### src/bvfg_pkg.sv
// Shared types, constants and helper functions for the battery voltage
// filter and fuel gauge. No dependencies; every other file but bvfg_ram uses it.
`default_nettype none

package bvfg_pkg;

    localparam int ADC_W  = 12;
    localparam int MV_W   = 13;
    localparam int TIME_W = 32;
    localparam int PCT_W  = 7;

    localparam int WIN_DEPTH    = 16;
    localparam int WIN_AW       = $clog2(WIN_DEPTH);
    localparam int WIN_TOTAL_W  = MV_W + WIN_AW;
    localparam int WIN_RECIP_K  = WIN_TOTAL_W + WIN_AW;
    localparam int WIN_RECIP_W  = WIN_RECIP_K - WIN_AW + 2;
    localparam longint unsigned WIN_RECIP =
        ((64'd1 << WIN_RECIP_K) + WIN_DEPTH - 1) / WIN_DEPTH;

    localparam int DECIMATION = 4;
    localparam int DEC_W      = (DECIMATION > 1) ? $clog2(DECIMATION) : 1;

    localparam int ALPHA_W   = 9;
    localparam int JUMP_W    = 13;
    localparam int STEADY_W  = 16;

    localparam logic [ALPHA_W-1:0]  ALPHA_ONE        = 9'd256;
    localparam logic [MV_W-1:0]     DEADBAND_MV      = 13'd5;
    localparam logic [MV_W-1:0]     CAL_MIN_DELTA_MV = 13'd50;
    localparam logic [STEADY_W-1:0] STEADY_MAX       = 16'hFFFF;
    localparam logic [PCT_W-1:0]    PCT_FULL         = 7'd100;
    localparam logic [PCT_W-1:0]    PCT_EMPTY        = 7'd0;

    localparam logic [ALPHA_W-1:0]  RST_EMA_ALPHA    = 9'd26;
    localparam logic [JUMP_W-1:0]   RST_MAX_JUMP     = 13'd100;
    localparam logic [STEADY_W-1:0] RST_STABLE_STEPS = 16'd10;
    localparam logic [TIME_W-1:0]   RST_CAL_INTERVAL = 32'd60000;
    localparam logic [MV_W-1:0]     RST_CAL_LOW      = 13'd2500;
    localparam logic [MV_W-1:0]     RST_CAL_HIGH     = 13'd4500;
    localparam logic [MV_W-1:0]     RST_SAVED_MIN    = 13'd2800;
    localparam logic [MV_W-1:0]     RST_SAVED_MAX    = 13'd4200;

    localparam int CFG_IDX_W  = 3;
    localparam int CFG_DATA_W = 32;

    typedef enum logic [CFG_IDX_W-1:0] {
        CFG_EMA_ALPHA,
        CFG_MAX_JUMP,
        CFG_STABLE_STEPS,
        CFG_CAL_INTERVAL,
        CFG_CAL_LOW,
        CFG_CAL_HIGH,
        CFG_SAVED_MIN,
        CFG_SAVED_MAX
    } cfg_idx_t;

    localparam logic [MV_W-1:0] LVL_MV [8] = '{
        13'd4200, 13'd4000, 13'd3800, 13'd3600,
        13'd3400, 13'd3200, 13'd3000, 13'd2800
    };
    localparam logic [PCT_W-1:0] LVL_PCT [8] = '{
        7'd100, 7'd90, 7'd80, 7'd60, 7'd45, 7'd30, 7'd15, 7'd0
    };
    // segment slope as percent per 200 mV, scaled by 2^13 / 200, rounded up
    localparam logic [9:0] LVL_SLOPE [8] = '{
        10'd410, 10'd410, 10'd820, 10'd615, 10'd615, 10'd615, 10'd615, 10'd0
    };
    localparam int SLOPE_SHIFT = 13;

    typedef struct packed {
        logic [ADC_W-1:0]  adc_mv_0;
        logic [ADC_W-1:0]  adc_mv_1;
        logic [ADC_W-1:0]  adc_mv_2;
        logic [ADC_W-1:0]  adc_mv_3;
        logic              charge_pin_low;
        logic [TIME_W-1:0] now_ms;
    } sample_t;

    typedef struct packed {
        logic [MV_W-1:0]  stable_mv;
        logic [PCT_W-1:0] percent;
        logic             charging;
        logic             report_changed;
        logic [MV_W-1:0]  window_mv;
        logic [MV_W-1:0]  ema_mv;
        logic [MV_W-1:0]  range_min_mv;
        logic [MV_W-1:0]  range_max_mv;
        logic             save_request;
    } result_t;

    typedef struct packed {
        logic [ALPHA_W-1:0]  ema_alpha_q8;
        logic [JUMP_W-1:0]   max_jump_mv;
        logic [STEADY_W-1:0] stable_steps_needed;
        logic [TIME_W-1:0]   calibration_interval_ms;
        logic [MV_W-1:0]     cal_low_limit_mv;
        logic [MV_W-1:0]     cal_high_limit_mv;
        logic [MV_W-1:0]     saved_min_mv;
        logic [MV_W-1:0]     saved_max_mv;
    } cfg_t;

    typedef struct packed {
        logic            wr_min;
        logic            wr_max;
        logic [MV_W-1:0] mv;
    } cfg_wr_t;

    typedef struct packed {
        logic              first;
        logic              charging;
        logic [TIME_W-1:0] now_ms;
        logic [MV_W-1:0]   window_mv;
    } win_t;

    typedef struct packed {
        logic              first;
        logic              charging;
        logic [TIME_W-1:0] now_ms;
        logic [MV_W-1:0]   window_mv;
        logic [MV_W-1:0]   ema_mv;
    } ema_t;

    typedef struct packed {
        logic [MV_W-1:0] stable_mv;
        logic            charging;
        logic [MV_W-1:0] window_mv;
        logic [MV_W-1:0] ema_mv;
        logic [MV_W-1:0] range_min_mv;
        logic [MV_W-1:0] range_max_mv;
        logic            save_request;
    } trk_t;

    function automatic logic [MV_W-1:0] absdiff_mv(input logic [MV_W-1:0] a,
                                                    input logic [MV_W-1:0] b);
        return (a > b) ? (a - b) : (b - a);
    endfunction

    function automatic logic [PCT_W-1:0] gauge_pct(input logic [MV_W-1:0] v);
        logic [2:0]      seg;
        logic [2:0]      seg_lo;
        logic [MV_W-1:0] d_mv;
        logic [17:0]     prod;
        logic [PCT_W-1:0] res;
        seg = 3'd0;
        for (int i = 0; i < 7; i++) begin
            if (v <= LVL_MV[i] && v > LVL_MV[i+1]) begin
                seg = 3'(i);
            end
        end
        seg_lo = 3'(seg + 3'd1);
        d_mv = v - LVL_MV[seg_lo];
        prod = 18'(d_mv[7:0]) * 18'(LVL_SLOPE[seg]);
        if (v >= LVL_MV[0]) begin
            res = PCT_FULL;
        end else if (v <= LVL_MV[7]) begin
            res = PCT_EMPTY;
        end else begin
            res = LVL_PCT[seg_lo] + PCT_W'(prod >> SLOPE_SHIFT);
        end
        return res;
    endfunction

endpackage

`default_nettype wire

### src/bvfg_ram.sv
// Generic single-write, single-read RAM with registered read data.
// No dependencies.
`default_nettype none

module bvfg_ram #(
    parameter int WIDTH = 13,
    parameter int DEPTH = 16
) (
    input  wire logic                     clk,
    input  wire logic                     we,
    input  wire logic [$clog2(DEPTH)-1:0] waddr,
    input  wire logic [WIDTH-1:0]         wdata,
    input  wire logic                     re,
    input  wire logic [$clog2(DEPTH)-1:0] raddr,
    output logic      [WIDTH-1:0]         rdata
);

    logic [WIDTH-1:0] mem_reg [DEPTH];
    logic [WIDTH-1:0] rdata_reg;

    always_ff @(posedge clk)
    begin
        if (we)
        begin
            mem_reg[waddr] <= wdata;
        end
        if (re)
        begin
            rdata_reg <= mem_reg[raddr];
        end
    end

    assign rdata = rdata_reg;

endmodule

`default_nettype wire

### src/bvfg_window.sv
// Window stage: doubled four-reading average, ring-window moving average.
// Depends on bvfg_pkg and bvfg_ram.
`default_nettype none

module bvfg_window (
    input  wire logic             clk,
    input  wire logic             rst_n,
    input  wire logic             load,
    input  wire bvfg_pkg::sample_t s0,
    output bvfg_pkg::win_t        s1
);

    localparam int TW = bvfg_pkg::WIN_TOTAL_W;
    localparam int PW = TW + bvfg_pkg::WIN_RECIP_W;
    localparam logic [bvfg_pkg::WIN_AW-1:0] POS_LAST =
        bvfg_pkg::WIN_AW'(bvfg_pkg::WIN_DEPTH - 1);

    logic                          primed_reg;
    logic                          lap_reg, lap_next;
    logic [bvfg_pkg::WIN_AW-1:0]   pos_reg, pos_next;
    logic [TW-1:0]                 total_reg, total_next;
    logic [bvfg_pkg::MV_W-1:0]     first_reg;
    logic [bvfg_pkg::MV_W-1:0]     old_mv, rd_mv, v_mv, avg_mv;
    logic [bvfg_pkg::ADC_W+1:0]    sum;
    logic [PW-1:0]                 prod;
    bvfg_pkg::win_t                s1_reg;

    always_comb
    begin
        sum = (bvfg_pkg::ADC_W+2)'(s0.adc_mv_0) + (bvfg_pkg::ADC_W+2)'(s0.adc_mv_1)
            + (bvfg_pkg::ADC_W+2)'(s0.adc_mv_2) + (bvfg_pkg::ADC_W+2)'(s0.adc_mv_3);
        v_mv = {sum[bvfg_pkg::ADC_W+1:2], 1'b0};
        old_mv = lap_reg ? rd_mv : first_reg;
        if (primed_reg)
        begin
            total_next = (total_reg - TW'(old_mv)) + TW'(v_mv);
            pos_next = (pos_reg == POS_LAST) ? '0 : pos_reg + 1'b1;
            lap_next = lap_reg | (pos_reg == POS_LAST);
        end
        else
        begin
            total_next = TW'(v_mv) * TW'(bvfg_pkg::WIN_DEPTH);
            pos_next = pos_reg;
            lap_next = 1'b0;
        end
        prod = PW'(total_next) * PW'(bvfg_pkg::WIN_RECIP);
        avg_mv = prod[bvfg_pkg::WIN_RECIP_K +: bvfg_pkg::MV_W];
    end

    bvfg_ram #(
        .WIDTH (bvfg_pkg::MV_W),
        .DEPTH (bvfg_pkg::WIN_DEPTH)
    ) u_store (
        .clk   (clk),
        .we    (load && primed_reg),
        .waddr (pos_reg),
        .wdata (v_mv),
        .re    (load),
        .raddr (pos_next),
        .rdata (rd_mv)
    );

    always_ff @(posedge clk or negedge rst_n)
    begin
        if (!rst_n)
        begin
            primed_reg <= 1'b0;
            lap_reg    <= 1'b0;
            pos_reg    <= '0;
            total_reg  <= '0;
        end
        else if (load)
        begin
            primed_reg <= 1'b1;
            lap_reg    <= lap_next;
            pos_reg    <= pos_next;
            total_reg  <= total_next;
        end
    end

    always_ff @(posedge clk)
    begin
        if (load)
        begin
            if (!primed_reg)
            begin
                first_reg <= v_mv;
            end
            s1_reg.first     <= !primed_reg;
            s1_reg.charging  <= s0.charge_pin_low;
            s1_reg.now_ms    <= s0.now_ms;
            s1_reg.window_mv <= avg_mv;
        end
    end

    assign s1 = s1_reg;

endmodule

`default_nettype wire

### src/bvfg_ema.sv
// EMA stage: Q1.8 exponential average with weight halved on large jumps.
// Depends on bvfg_pkg.
`default_nettype none

module bvfg_ema (
    input  wire logic           clk,
    input  wire logic           rst_n,
    input  wire logic           load,
    input  wire bvfg_pkg::cfg_t cfg,
    input  wire bvfg_pkg::win_t s1,
    output bvfg_pkg::ema_t      s2
);

    logic [bvfg_pkg::MV_W-1:0]    ema_reg, ema_base, ema_new;
    logic [bvfg_pkg::ALPHA_W-1:0] w_sat, w_eff;
    logic signed [bvfg_pkg::MV_W:0]      diff, absd, ema_sum;
    logic signed [bvfg_pkg::ALPHA_W:0]   w_s;
    logic signed [23:0]                  prod, step;
    bvfg_pkg::ema_t               s2_reg;

    always_comb
    begin
        ema_base = s1.first ? s1.window_mv : ema_reg;
        w_sat = (cfg.ema_alpha_q8 > bvfg_pkg::ALPHA_ONE) ? bvfg_pkg::ALPHA_ONE
                                                         : cfg.ema_alpha_q8;
        diff = $signed({1'b0, s1.window_mv}) - $signed({1'b0, ema_base});
        absd = (diff < 0) ? -diff : diff;
        w_eff = (absd[bvfg_pkg::MV_W-1:0] > cfg.max_jump_mv) ? (w_sat >> 1) : w_sat;
        w_s = $signed({1'b0, w_eff});
        prod = w_s * diff;
        step = prod >>> 8;
        ema_sum = $signed({1'b0, ema_base}) + step[bvfg_pkg::MV_W:0];
        ema_new = ema_sum[bvfg_pkg::MV_W-1:0];
    end

    always_ff @(posedge clk or negedge rst_n)
    begin
        if (!rst_n)
        begin
            ema_reg <= '0;
        end
        else if (load)
        begin
            ema_reg <= ema_new;
        end
    end

    always_ff @(posedge clk)
    begin
        if (load)
        begin
            s2_reg.first     <= s1.first;
            s2_reg.charging  <= s1.charging;
            s2_reg.now_ms    <= s1.now_ms;
            s2_reg.window_mv <= s1.window_mv;
            s2_reg.ema_mv    <= ema_new;
        end
    end

    assign s2 = s2_reg;

endmodule

`default_nettype wire

### src/bvfg_track.sv
// Decimator with deadband and min/max range calibration tracker.
// Depends on bvfg_pkg.
`default_nettype none

module bvfg_track (
    input  wire logic              clk,
    input  wire logic              rst_n,
    input  wire logic              load,
    input  wire bvfg_pkg::cfg_t    cfg,
    input  wire bvfg_pkg::cfg_wr_t cfg_wr,
    input  wire bvfg_pkg::ema_t    s2,
    output bvfg_pkg::trk_t         s3
);

    logic [bvfg_pkg::DEC_W-1:0]    dec_cnt_reg, dec_cnt_next;
    logic [bvfg_pkg::MV_W-1:0]     held_reg, held_base, held_next;
    logic [bvfg_pkg::MV_W-1:0]     stable_reg, stable_base, stable_next;
    logic [bvfg_pkg::MV_W-1:0]     seen_min_reg, seen_max_reg;
    logic [bvfg_pkg::MV_W-1:0]     applied_min_reg, applied_max_reg;
    logic [bvfg_pkg::MV_W-1:0]     seen_min_next, seen_max_next;
    logic [bvfg_pkg::MV_W-1:0]     applied_min_next, applied_max_next;
    logic [bvfg_pkg::STEADY_W-1:0] steady_reg, steady_next;
    logic [bvfg_pkg::TIME_W-1:0]   last_cal_reg, last_cal_next, elapsed;
    logic                          fire, in_lim, grew, shrank, apply;
    bvfg_pkg::trk_t                s3_reg;

    always_comb
    begin
        dec_cnt_next = (dec_cnt_reg == bvfg_pkg::DEC_W'(bvfg_pkg::DECIMATION - 1))
                     ? '0 : dec_cnt_reg + 1'b1;
        fire = (dec_cnt_next == '0);
        held_base = s2.first ? s2.window_mv : held_reg;
        stable_base = s2.first ? s2.window_mv : stable_reg;
        held_next = held_base;
        if (fire && bvfg_pkg::absdiff_mv(s2.ema_mv, held_base) > bvfg_pkg::DEADBAND_MV)
        begin
            held_next = s2.ema_mv;
        end
        stable_next = fire ? held_next : stable_base;

        in_lim = (stable_next >= cfg.cal_low_limit_mv)
              && (stable_next <= cfg.cal_high_limit_mv);
        grew = stable_next > seen_max_reg;
        shrank = stable_next < seen_min_reg;
        seen_max_next = (in_lim && grew) ? stable_next : seen_max_reg;
        seen_min_next = (in_lim && shrank) ? stable_next : seen_min_reg;
        steady_next = steady_reg;
        if (in_lim)
        begin
            if (grew || shrank)
            begin
                steady_next = '0;
            end
            else if (steady_reg != bvfg_pkg::STEADY_MAX)
            begin
                steady_next = steady_reg + 1'b1;
            end
        end
        elapsed = s2.now_ms - last_cal_reg;
        apply = in_lim && !grew && !shrank
             && (steady_next >= cfg.stable_steps_needed)
             && (elapsed > cfg.calibration_interval_ms)
             && ((bvfg_pkg::absdiff_mv(seen_max_reg, applied_max_reg)
                  > bvfg_pkg::CAL_MIN_DELTA_MV)
                 || (bvfg_pkg::absdiff_mv(seen_min_reg, applied_min_reg)
                  > bvfg_pkg::CAL_MIN_DELTA_MV));
        applied_min_next = apply ? seen_min_reg : applied_min_reg;
        applied_max_next = apply ? seen_max_reg : applied_max_reg;
        last_cal_next = apply ? s2.now_ms : last_cal_reg;
    end

    always_ff @(posedge clk or negedge rst_n)
    begin
        if (!rst_n)
        begin
            dec_cnt_reg     <= '0;
            held_reg        <= '0;
            stable_reg      <= '0;
            steady_reg      <= '0;
            last_cal_reg    <= '0;
            seen_min_reg    <= bvfg_pkg::RST_SAVED_MIN;
            applied_min_reg <= bvfg_pkg::RST_SAVED_MIN;
            seen_max_reg    <= bvfg_pkg::RST_SAVED_MAX;
            applied_max_reg <= bvfg_pkg::RST_SAVED_MAX;
        end
        else
        begin
            if (load)
            begin
                dec_cnt_reg     <= dec_cnt_next;
                held_reg        <= held_next;
                stable_reg      <= stable_next;
                steady_reg      <= steady_next;
                last_cal_reg    <= last_cal_next;
                seen_min_reg    <= seen_min_next;
                seen_max_reg    <= seen_max_next;
                applied_min_reg <= applied_min_next;
                applied_max_reg <= applied_max_next;
            end
            if (cfg_wr.wr_min)
            begin
                seen_min_reg    <= cfg_wr.mv;
                applied_min_reg <= cfg_wr.mv;
            end
            if (cfg_wr.wr_max)
            begin
                seen_max_reg    <= cfg_wr.mv;
                applied_max_reg <= cfg_wr.mv;
            end
        end
    end

    always_ff @(posedge clk)
    begin
        if (load)
        begin
            s3_reg.stable_mv    <= stable_next;
            s3_reg.charging     <= s2.charging;
            s3_reg.window_mv    <= s2.window_mv;
            s3_reg.ema_mv       <= s2.ema_mv;
            s3_reg.range_min_mv <= applied_min_next;
            s3_reg.range_max_mv <= applied_max_next;
            s3_reg.save_request <= apply;
        end
    end

    assign s3 = s3_reg;

endmodule

`default_nettype wire

### src/bvfg_percent.sv
// Percent stage: piecewise-linear charge percentage, change flag and the
// result register. Depends on bvfg_pkg.
`default_nettype none

module bvfg_percent (
    input  wire logic           clk,
    input  wire logic           rst_n,
    input  wire logic           load,
    input  wire bvfg_pkg::trk_t s3,
    output bvfg_pkg::result_t   result
);

    logic [bvfg_pkg::PCT_W-1:0] last_pct_reg, pct;
    logic                       pct_valid_reg, report;
    bvfg_pkg::result_t          result_reg;

    always_comb
    begin
        pct = bvfg_pkg::gauge_pct(s3.stable_mv);
        report = !pct_valid_reg || (pct != last_pct_reg);
    end

    always_ff @(posedge clk or negedge rst_n)
    begin
        if (!rst_n)
        begin
            last_pct_reg  <= '0;
            pct_valid_reg <= 1'b0;
        end
        else if (load)
        begin
            last_pct_reg  <= pct;
            pct_valid_reg <= 1'b1;
        end
    end

    always_ff @(posedge clk)
    begin
        if (load)
        begin
            result_reg.stable_mv      <= s3.stable_mv;
            result_reg.percent        <= pct;
            result_reg.charging       <= s3.charging;
            result_reg.report_changed <= report;
            result_reg.window_mv      <= s3.window_mv;
            result_reg.ema_mv         <= s3.ema_mv;
            result_reg.range_min_mv   <= s3.range_min_mv;
            result_reg.range_max_mv   <= s3.range_max_mv;
            result_reg.save_request   <= s3.save_request;
        end
    end

    assign result = result_reg;

endmodule

`default_nettype wire

### src/battery_voltage_filter_gauge_core.sv
// Battery voltage filter and fuel gauge top level: input register, stage
// control, configuration registers. Depends on bvfg_pkg and all bvfg modules.
// Path: input register, window, EMA, tracker, percent; stages hold and fill
// bubbles independently. Throughput: one item per cycle unless stalled.
// Reset: all filter, tracker and pipeline state clear, saved range loaded.
// Configuration registers reset to their documented defaults.
`default_nettype none

module battery_voltage_filter_gauge_core (
    input  wire logic                              clk,
    input  wire logic                              rst_n,
    input  wire logic                              sample_valid,
    output logic                                   sample_stall,
    input  wire bvfg_pkg::sample_t                 sample,
    output logic                                   result_valid,
    input  wire logic                              result_stall,
    output bvfg_pkg::result_t                      result,
    input  wire logic                              cfg_valid,
    output logic                                   cfg_ready,
    input  wire logic [bvfg_pkg::CFG_IDX_W-1:0]    cfg_index,
    input  wire logic [bvfg_pkg::CFG_DATA_W-1:0]   cfg_data
);

    localparam int NSTG = 5;

    logic [NSTG-1:0]   vld_reg, vld_next, free_s, load_s;
    bvfg_pkg::sample_t s0_reg;
    bvfg_pkg::win_t    s1;
    bvfg_pkg::ema_t    s2;
    bvfg_pkg::trk_t    s3;
    bvfg_pkg::cfg_t    cfg_reg;
    bvfg_pkg::cfg_wr_t cfg_wr;
    logic              cfg_xfer;

    always_comb
    begin
        free_s[NSTG-1] = !vld_reg[NSTG-1] || !result_stall;
        load_s = '0;
        for (int k = NSTG - 2; k >= 0; k--)
        begin
            load_s[k+1] = vld_reg[k] && free_s[k+1];
            free_s[k] = !vld_reg[k] || load_s[k+1];
        end
        load_s[0] = sample_valid && free_s[0];
        for (int k = 0; k < NSTG - 1; k++)
        begin
            vld_next[k] = load_s[k] || (vld_reg[k] && !load_s[k+1]);
        end
        vld_next[NSTG-1] = load_s[NSTG-1] || (vld_reg[NSTG-1] && result_stall);
    end

    assign sample_stall = !free_s[0];
    assign result_valid = vld_reg[NSTG-1];
    assign cfg_ready = 1'b1;
    assign cfg_xfer = cfg_valid && cfg_ready;

    always_ff @(posedge clk or negedge rst_n)
    begin
        if (!rst_n)
        begin
            vld_reg <= '0;
        end
        else
        begin
            vld_reg <= vld_next;
        end
    end

    always_ff @(posedge clk)
    begin
        if (load_s[0])
        begin
            s0_reg <= sample;
        end
    end

    always_comb
    begin
        cfg_wr.wr_min = 1'b0;
        cfg_wr.wr_max = 1'b0;
        cfg_wr.mv = cfg_data[bvfg_pkg::MV_W-1:0];
        case (bvfg_pkg::cfg_idx_t'(cfg_index))
            bvfg_pkg::CFG_SAVED_MIN: cfg_wr.wr_min = cfg_xfer;
            bvfg_pkg::CFG_SAVED_MAX: cfg_wr.wr_max = cfg_xfer;
            default: ;
        endcase
    end

    always_ff @(posedge clk or negedge rst_n)
    begin
        if (!rst_n)
        begin
            cfg_reg.ema_alpha_q8            <= bvfg_pkg::RST_EMA_ALPHA;
            cfg_reg.max_jump_mv             <= bvfg_pkg::RST_MAX_JUMP;
            cfg_reg.stable_steps_needed     <= bvfg_pkg::RST_STABLE_STEPS;
            cfg_reg.calibration_interval_ms <= bvfg_pkg::RST_CAL_INTERVAL;
            cfg_reg.cal_low_limit_mv        <= bvfg_pkg::RST_CAL_LOW;
            cfg_reg.cal_high_limit_mv       <= bvfg_pkg::RST_CAL_HIGH;
            cfg_reg.saved_min_mv            <= bvfg_pkg::RST_SAVED_MIN;
            cfg_reg.saved_max_mv            <= bvfg_pkg::RST_SAVED_MAX;
        end
        else if (cfg_xfer)
        begin
            case (bvfg_pkg::cfg_idx_t'(cfg_index))
                bvfg_pkg::CFG_EMA_ALPHA:
                    cfg_reg.ema_alpha_q8 <= cfg_data[bvfg_pkg::ALPHA_W-1:0];
                bvfg_pkg::CFG_MAX_JUMP:
                    cfg_reg.max_jump_mv <= cfg_data[bvfg_pkg::JUMP_W-1:0];
                bvfg_pkg::CFG_STABLE_STEPS:
                    cfg_reg.stable_steps_needed <= cfg_data[bvfg_pkg::STEADY_W-1:0];
                bvfg_pkg::CFG_CAL_INTERVAL:
                    cfg_reg.calibration_interval_ms <= cfg_data[bvfg_pkg::TIME_W-1:0];
                bvfg_pkg::CFG_CAL_LOW:
                    cfg_reg.cal_low_limit_mv <= cfg_data[bvfg_pkg::MV_W-1:0];
                bvfg_pkg::CFG_CAL_HIGH:
                    cfg_reg.cal_high_limit_mv <= cfg_data[bvfg_pkg::MV_W-1:0];
                bvfg_pkg::CFG_SAVED_MIN:
                    cfg_reg.saved_min_mv <= cfg_data[bvfg_pkg::MV_W-1:0];
                bvfg_pkg::CFG_SAVED_MAX:
                    cfg_reg.saved_max_mv <= cfg_data[bvfg_pkg::MV_W-1:0];
                default: ;
            endcase
        end
    end

    bvfg_window u_window (
        .clk   (clk),
        .rst_n (rst_n),
        .load  (load_s[1]),
        .s0    (s0_reg),
        .s1    (s1)
    );

    bvfg_ema u_ema (
        .clk   (clk),
        .rst_n (rst_n),
        .load  (load_s[2]),
        .cfg   (cfg_reg),
        .s1    (s1),
        .s2    (s2)
    );

    bvfg_track u_track (
        .clk    (clk),
        .rst_n  (rst_n),
        .load   (load_s[3]),
        .cfg    (cfg_reg),
        .cfg_wr (cfg_wr),
        .s2     (s2),
        .s3     (s3)
    );

    bvfg_percent u_percent (
        .clk    (clk),
        .rst_n  (rst_n),
        .load   (load_s[4]),
        .s3     (s3),
        .result (result)
    );

    a_stall_only_when_full: assert property (@(posedge clk) disable iff (!rst_n)
        sample_stall |-> ((&vld_reg) && result_stall))
        else $error("input stalled while the pipeline has room");

    a_transfer_enters: assert property (@(posedge clk) disable iff (!rst_n)
        (sample_valid && !sample_stall) |=> vld_reg[0])
        else $error("input transfer did not fill the input register");

    a_percent_range: assert property (@(posedge clk) disable iff (!rst_n)
        result_valid |-> (result.percent <= bvfg_pkg::PCT_FULL))
        else $error("percentage above full scale");

endmodule

`default_nettype wire
### config.mk
export PLATFORM = sky130hd
export DESIGN_NAME = battery_voltage_filter_gauge_core
export DESIGN_NICKNAME = d
export VERILOG_FILES = /design/src/bvfg_pkg.sv /design/src/bvfg_ram.sv /design/src/bvfg_window.sv /design/src/bvfg_ema.sv /design/src/bvfg_track.sv /design/src/bvfg_percent.sv /design/src/battery_voltage_filter_gauge_core.sv
export SDC_FILE = /design/constraint.sdc
export NUM_CORES = 2
export LEC_CHECK = 0
export ABC_AREA = 1
export BUFFER_PORTS_ARGS = -buffer_cell sky130_fd_sc_hd__buf_2
export CORE_AREA = 2 2 294 296
export CTS_BUF_LIST = sky130_fd_sc_hd__clkbuf_4 sky130_fd_sc_hd__clkbuf_8
export CTS_CLUSTER_SIZE = 30
export DETAILED_ROUTE_END_ITERATION = 6
export DIE_AREA = 0 0 296 298
export GPL_ROUTABILITY_DRIVEN = 0
export PLACE_DENSITY_LB_ADDON = 0.05
export REMOVE_ABC_BUFFERS = 1
export SLEW_MARGIN = 20
export SYNTH_ARGS = -nofsm -noshare
export SYNTH_HDL_FRONTEND = slang
export SYNTH_SLANG_ARGS = --single-unit
### constraint.sdc
create_clock -name clk -period 11.7 [get_ports clk]
set_input_delay 1.755 -clock clk [delete_from_list [all_inputs] [get_ports clk]]
set_output_delay 1.755 -clock clk [all_outputs]
set_load 0.02 [all_outputs]
# After elaboration in Yosys (flattened, before gate mapping)
# Memories as Yosys holds them, arrays and structs flattened. A register that Yosys moved wholly into a read port is not among the register bits.
# Index checks and enable logic that the tools add are counted.
totals:
  reg_bits: 628
  mem_bits_rw: 192
  rom_bits: 240
  input_bits: 121
  output_inout_bits: 78
  elab_cells: 249
  mem_count: 4
classes:
  addsub: 21
  mul: 2
  n_lt_le_gt_ge: 31
  eq_ne: 11
  mux: 50
  bitwise: 4
  reduce_logical: 70
mem_list:
  columns: ["name", "depth", "word_bits", "rd", "rd_ports_with_merged_regs", "write_ports", "line", "text"]
  rows:
  - ["u_window.u_store.mem_reg", 16, 12, 1, 1, 1, "bvfg_ram.sv:18", "logic [WIDTH-1:0] mem_reg [DEPTH];"]
  - ["(no name shown)", 8, 13, 1, 0, 0, "bvfg_pkg.sv:151", "d_mv = v - LVL_MV[seg_lo];"]
  - ["(no name shown)", 8, 10, 1, 0, 0, "bvfg_pkg.sv:152", "prod = 18'(d_mv[7:0]) * 18'(LVL_SLOPE[seg]);"]
  - ["(no name shown)", 8, 7, 1, 0, 0, "bvfg_pkg.sv:158", "res = LVL_PCT[seg_lo] + PCT_W'(prod >> SLOPE_SHIFT);"]
op_table:
  columns: ["operator", "count"]
  rows:
  - ["13-bit 2-to-1 mux", 22]
  - ["13-bit by 12-bit <= comparator with 1-bit output (second input constant)", 7]
  - ["13-bit by 12-bit > comparator with 1-bit output (second input constant)", 6]
  - ["13-bit subtractor", 6]
  - ["13-bit > comparator", 5]
  - ["16-bit 2-to-1 mux", 3]
  - ["32-bit > comparator", 1]
  - ["32-bit subtractor", 1]
  - ["14-bit by 12-bit adder with 14-bit output", 2]
  - ["7-bit 2-to-1 mux", 4]
  - ["13-bit by 6-bit > comparator with 1-bit output (second input constant)", 2]
  - ["1-bit logical AND", 26]
  - ["10-bit by 14-bit multiplier with 21-bit output", 1]
  - ["10-bit 2-to-1 mux", 2]
  - ["2-bit AND reduction", 10]
  - ["8-bit by 10-bit multiplier with 18-bit output", 1]
  - ["9-bit 2-to-1 mux", 2]
  - ["17-bit by 13-bit adder with 17-bit output", 1]
  - ["17-bit 2-to-1 mux", 1]
  - ["17-bit by 13-bit subtractor with 17-bit output", 1]
  - ["16-bit by 1-bit adder with 16-bit output (second input constant)", 1]
  - ["16-bit >= comparator", 1]
  - ["8-bit 2-to-1 mux", 2]
  - ["16-bit inequality test (second input constant)", 1]
  - ["35 further kinds", 80]

# Longest topological paths before layout
logic_depth:
  word_depth: 20
  depth_mapped: 69
  ltp_nobuf: 65

# Cells and area by module
# From an unflattened synthesis, not the netlist that was laid out.
unflattened:
  cells_unflattened: 6055
  area_unflattened_um2: 54096.9
by_module_without_submodules:
  columns: ["module", "n_inst", "cells_each", "area_each_um2"]
  rows:
  - ["bvfg_track", 1, 2257, 16733.5]
  - ["bvfg_ram", 1, 878, 9402.8]
  - ["bvfg_ema", 1, 1038, 8670.8]
  - ["battery_voltage_filter_gauge_core", 1, 549, 7360.8]
  - ["bvfg_percent", 1, 663, 6180.9]
  - ["bvfg_window", 1, 670, 5748.0]

# Worst setup path before layout
# No wires, ideal clock.
synth_timing:
  kind: "flip-flop to flip-flop"
  startpoint: "reg u_window.s1_reg (netlist bit u_window.s1[46])"
  endpoint: "reg u_ema.s2_reg (netlist bit u_ema.s2[12]) (data pin)"
  setup_time_ns: 0.255
  arrival_time_ns: 10.668
  required_time_ns: 11.445
  setup_slack_ns: 0.778
  stages_incl_launch_ff: 64
  synth_period_minus_slack_ns: 10.922
  path_cell_list: "edfxtp_1 clkbuf_1 clkbuf_1 a21oi_1 ha_1 fa_1 o31ai_1 nand3_1 nand2_1 nand2_1 nand2_1 nand2_1 nand2_1 nand3_1 nand2_1 xnor2_1 inv_1 o31ai_1 [28 not listed] nand2_1 inv_1 fa_1 nand3_1 nand2_1 a21oi_1 o21ai_0 a21boi_0 o21ai_0 a21oi_1 nor2_1 nor2_1 xor2_1 xor2_1 nand3_1 nand2_1 nand2_1 and2_1"
synth_via:
  elab_chain_cells: 8
  elab_cells_between_ends: 9
  cone_classes: "add/sub: 3; mul: 1; order compare: 2; mux: 3"
synth_lines:
  columns: ["element", "line", "text"]
  rows:
  - ["start: declaration", "bvfg_window.sv:26", "bvfg_pkg::win_t s1_reg;"]
  - ["13-bit 2-to-1 mux (*)", "bvfg_ema.sv:23", "ema_base = s1.first ? s1.window_mv : ema_reg;"]
  - ["13-bit by 13-bit subtractor with 14-bit output", "bvfg_ema.sv:26", "diff = $signed({1'b0, s1.window_mv}) - $signed({1'b0, ema_base});"]
  - ["13-bit negator / 14-bit by 1-bit < comparator with 1-bit output (equally long branches)", "bvfg_ema.sv:27", "absd = (diff < 0) ? -diff : diff;"]
  - ["13-bit 2-to-1 mux", "bvfg_ema.sv:27", null]
  - ["13-bit > comparator", "bvfg_ema.sv:28", "w_eff = (absd[bvfg_pkg::MV_W-1:0] > cfg.max_jump_mv) ? (w_sat >> 1) : w_sat;"]
  - ["9-bit 2-to-1 mux", "bvfg_ema.sv:28", null]
  - ["10-bit by 14-bit multiplier with 21-bit output", "bvfg_ema.sv:30", "prod = w_s * diff;"]
  - ["13-bit adder (*)", "bvfg_ema.sv:32", "ema_sum = $signed({1'b0, ema_base}) + step[bvfg_pkg::MV_W:0];"]
  - ["via u_ema.ema_sum, one bit", "bvfg_ema.sv:16", "logic signed [bvfg_pkg::MV_W:0] diff, absd, ema_sum;"]
  - ["end: declaration", "bvfg_ema.sv:19", "bvfg_pkg::ema_t s2_reg;"]
# Mark *: on every way through the listed nets, which the timed path passes. The rest lies on a longest branch.
# A chain may end at the register's enable or synchronous reset.

# Worst setup path in the final report
# Ends and elaborated chain as after synthesis.

==> results by group <==
STA
  – Hold slack: 0.380 ns
  – Worst-Margin Slew: ~1.1 ns
  – Final setup viols: 0
  – Skew final: between 0.05 and 0.06 ns
  – Final hold violation count: 0
  – Final Slew Violations: 0
  – Max-slew headroom: 0.233
  – Max Freq: 91.5 MHz
  – RSZ-0062 raised after global routing: no
  – Final period util: 0.934
  – Shortest period the worst path allows: roughly 11 ns
  – TNS Setup: 0 ns

Synth
  – Number of synthesized register bits: 818
  – Avg Cell Area, Syn: 9.24 um2
  – Synth top area cells: edfxtp_1 33%, dfrtp_1 11%, ha_1 9.6%
  – Netlist Area Pre-Place: approximately 50000 um2
  – Cell accounting for the most synthesized area: edfxtp_1
  – Post-synth top area share: 0.330
  – Top-count cell post-synth: nand2_1
  – Ys flop type: edfxtp_1
  – Register area share after synthesis: 0.468
  – Syn. warnings: 0
  – Asr flop ratio synth: 0.333
  – Number of flops mapped to enable cells by yosys: 546
  – Cells after Synth: around 5400
  – Synth cell count leaders: 1147 x nand2_1, 827 x inv_1, 546 x edfxtp_1
  – Post-synth cell types: 59

Worst hold path
  – Hold endpoint: u_percent.result[52]
  – Hold Crit Class: reg -> reg
  – Hold Crit Depth: 0
  – Hold Path Origin: u_track.s3[52]

Clock tree
  – CTS sink cnt: around 820
  – Num CTS Buffers: 140
  – # H-tree levels: 4
  – Longest Clk Path Bufs: 3
  – Post-CTS Hold Fix Bufs: 0
  – CTS tree: yes
  – Root Driver: clkbuf_8
  – Clock Latency Late Sink: just over 0.8 ns
  – Reg clk slew, reported paths: about 0.070 ns

Finish
  – Post-route cell area: 55400 um2
  – Reg area: approximately 23000 um2
  – Multi-input logic area: between 20000 and 25000 um2
  – Max reg flops: 192
  – Proportion of layout cells with a drive suffix above 1: 0.110
  – Layout area overhead: 11.3%
  – Final net count: 6349
  – FILL cells: 7125

Die
  – Boundary Pins: 199
  – Core Rows: roughly 110
  – DIE WIDTH: between 200 and 300 um
  – Starting Density: 0.586
  – Die footprint: 88200 um2
  – Core Area: 84900 um2
  – Die Ht: 298 um

Critical path
  – Critical Path Start: u_window.s1[46]
  – Setup CP Type: reg -> reg
  – CP startpoint kind: register
  – Crit-path max FO: 11
  – Crit-path most repeated cell: nand2_1
  – Crit-path slowest cell: fa_1
  – Worst path max stage delay: between 0.5 and 0.6 ns
  – Req. time, crit path: approximately 12 ns
  – Critical Path End Type: register
  – Reg2Reg Depth: between 60 and 70
  – Worst r2r dst: u_ema.s2[12]
  – Launching point of the worst reg2reg path: u_window.s1[46]
  – CP arrival: between 10 and 15 ns
  – Flop-to-flop setup slack: approximately 0.77 ns

Routing
  – First drt pass iteration count: 6
  – DR iter-0 viols: 3147
  – Overall routed net length: about 130000 um
  – Drt wl/cell: 18.1 um
  – Vias/cell: around 5.4
  – # DRC: 0
  – Via count: approximately 37000
  – Final ANT Viol Nets: 0

Global routing
  – Overall routing resource usage: 0.289
  – Vias in the first global route: around 36000
  – Largest net degree at the start of global routing: 171
  – Remaining global-route overflow: 0
  – Initial antenna violation count: 2
  – First-pass GRT wire length: around 200000 um

Run
  – Maxcap violations: 0

Placement
  – Input/output buffers: around 200
  – Area post-placement: between 50000 and 60000 um2
  – DP HPWL: ~92000 um

Outcome
  – Status: complete, no violations
[cell families (layout without fill, tap and decap cells)]
family	after synthesis	after routing	share of synthesized area
adder cells (fa/ha/maj)	558	558	0.167
AO/OA/AOI/OAI	867	867	0.0956
multiplexers	13	13	0.00262
flip-flops	818	818	0.468
other	1	4	0.0000754
XOR/XNOR	163	163	0.0287
AND/OR/NAND/NOR	1983	1984	0.163
buffers and inverters	981	1379	0.0753
[worst max-delay path, delay by kind of cell, from the launching register on]
kind	cells	cell delay, ns
and+or+nand+nor	22	2.05
AOI/OAI and AO/OA	16	2.42
DFF	1	0.38
buffers and inverters	9	1.01
adders and majority gates	9	3.88
xor gates and xnor gates	5	0.94
[placed cells by master (no fill, tap or decap), types with 8 or more instances in the layout]
master,n
clkinv_2,17
dfrtp_1,227
mux2i_1,13
a21boi_0,10
o211ai_1,11
dfstp_2,45
fa_1,176
a21oi_1,255
a21o_1,11
clkbuf_8,156
o21bai_1,23
a31oi_1,13
nand3_1,171
xnor2_1,47
buf_2,196
nor4_1,9
inv_1,824
xor2_1,115
nand4_1,66
nand2_2,9
ha_1,381
nand2_1,1146
buf_4,87
edfxtp_1,546
nor3_1,51
a211oi_1,8
or2_2,12
o21ai_0,426
o221ai_1,31
nor2_2,11
nor2_1,461
o21ai_1,33
clkbuf_4,49
and2_1,31
clkinv_1,19
[timing repair]
action	in CTS	in global routing
endpoints found under the setup margin	1	8
pin swaps	0	1
setup buffers	0	7
cloned	0	1
gates resized for setup	1	20
[worst max path at each step]
stage / to
3_5_place_dp: u_ema.s2[12]
5_1_grt: u_ema.s2[12]
3_3_place_gp: u_ema.s2[12]
4_1_cts: u_ema.s2[12]
6_report: u_ema.s2[12]
2_1_floorplan: u_ema.s2[12]
[routing by layer]
| metal | global-route usage | routed length, um | vias up |
|---|---|---|---|
| li1 | - | - | 18300 |
| met1 | 0.384 | 52300 | 17700 |
| met2 | 0.474 | 60300 | 1228 |
| met3 | 0.0486 | 8100 | 233 |
| met4 | 0.115 | 4480 | 0 |
| met5 | 0 | 0 | - |
[final cells by class]
class	count	area share
sequential	818	0.420
multi-input combinational	3586	0.413
inverter	838	0.0569
clock buffer	205	0.0454
timing repair buffer	286	0.0302
tap	1144	0.0259
clock inverter	50	0.00802
antenna	3	0.000136
[per-stage QoR]
step | setup WS (ns) | std cells | utilization
floorplan | 0.771 | 5241 | -
global placement | 0.304 | 6664 | 0.616
detailed placement | -0.0107 | 6664 | 0.616
CTS | 0.0861 | 6919 | 0.651
global route | 0.00630 | 6928 | 0.652
finish | 0.773 | 6930 | 0.652
Power is left out: the tool's default activity adds up to more than one toggle a clock period on the data nets, which glitch-free logic cannot reach.
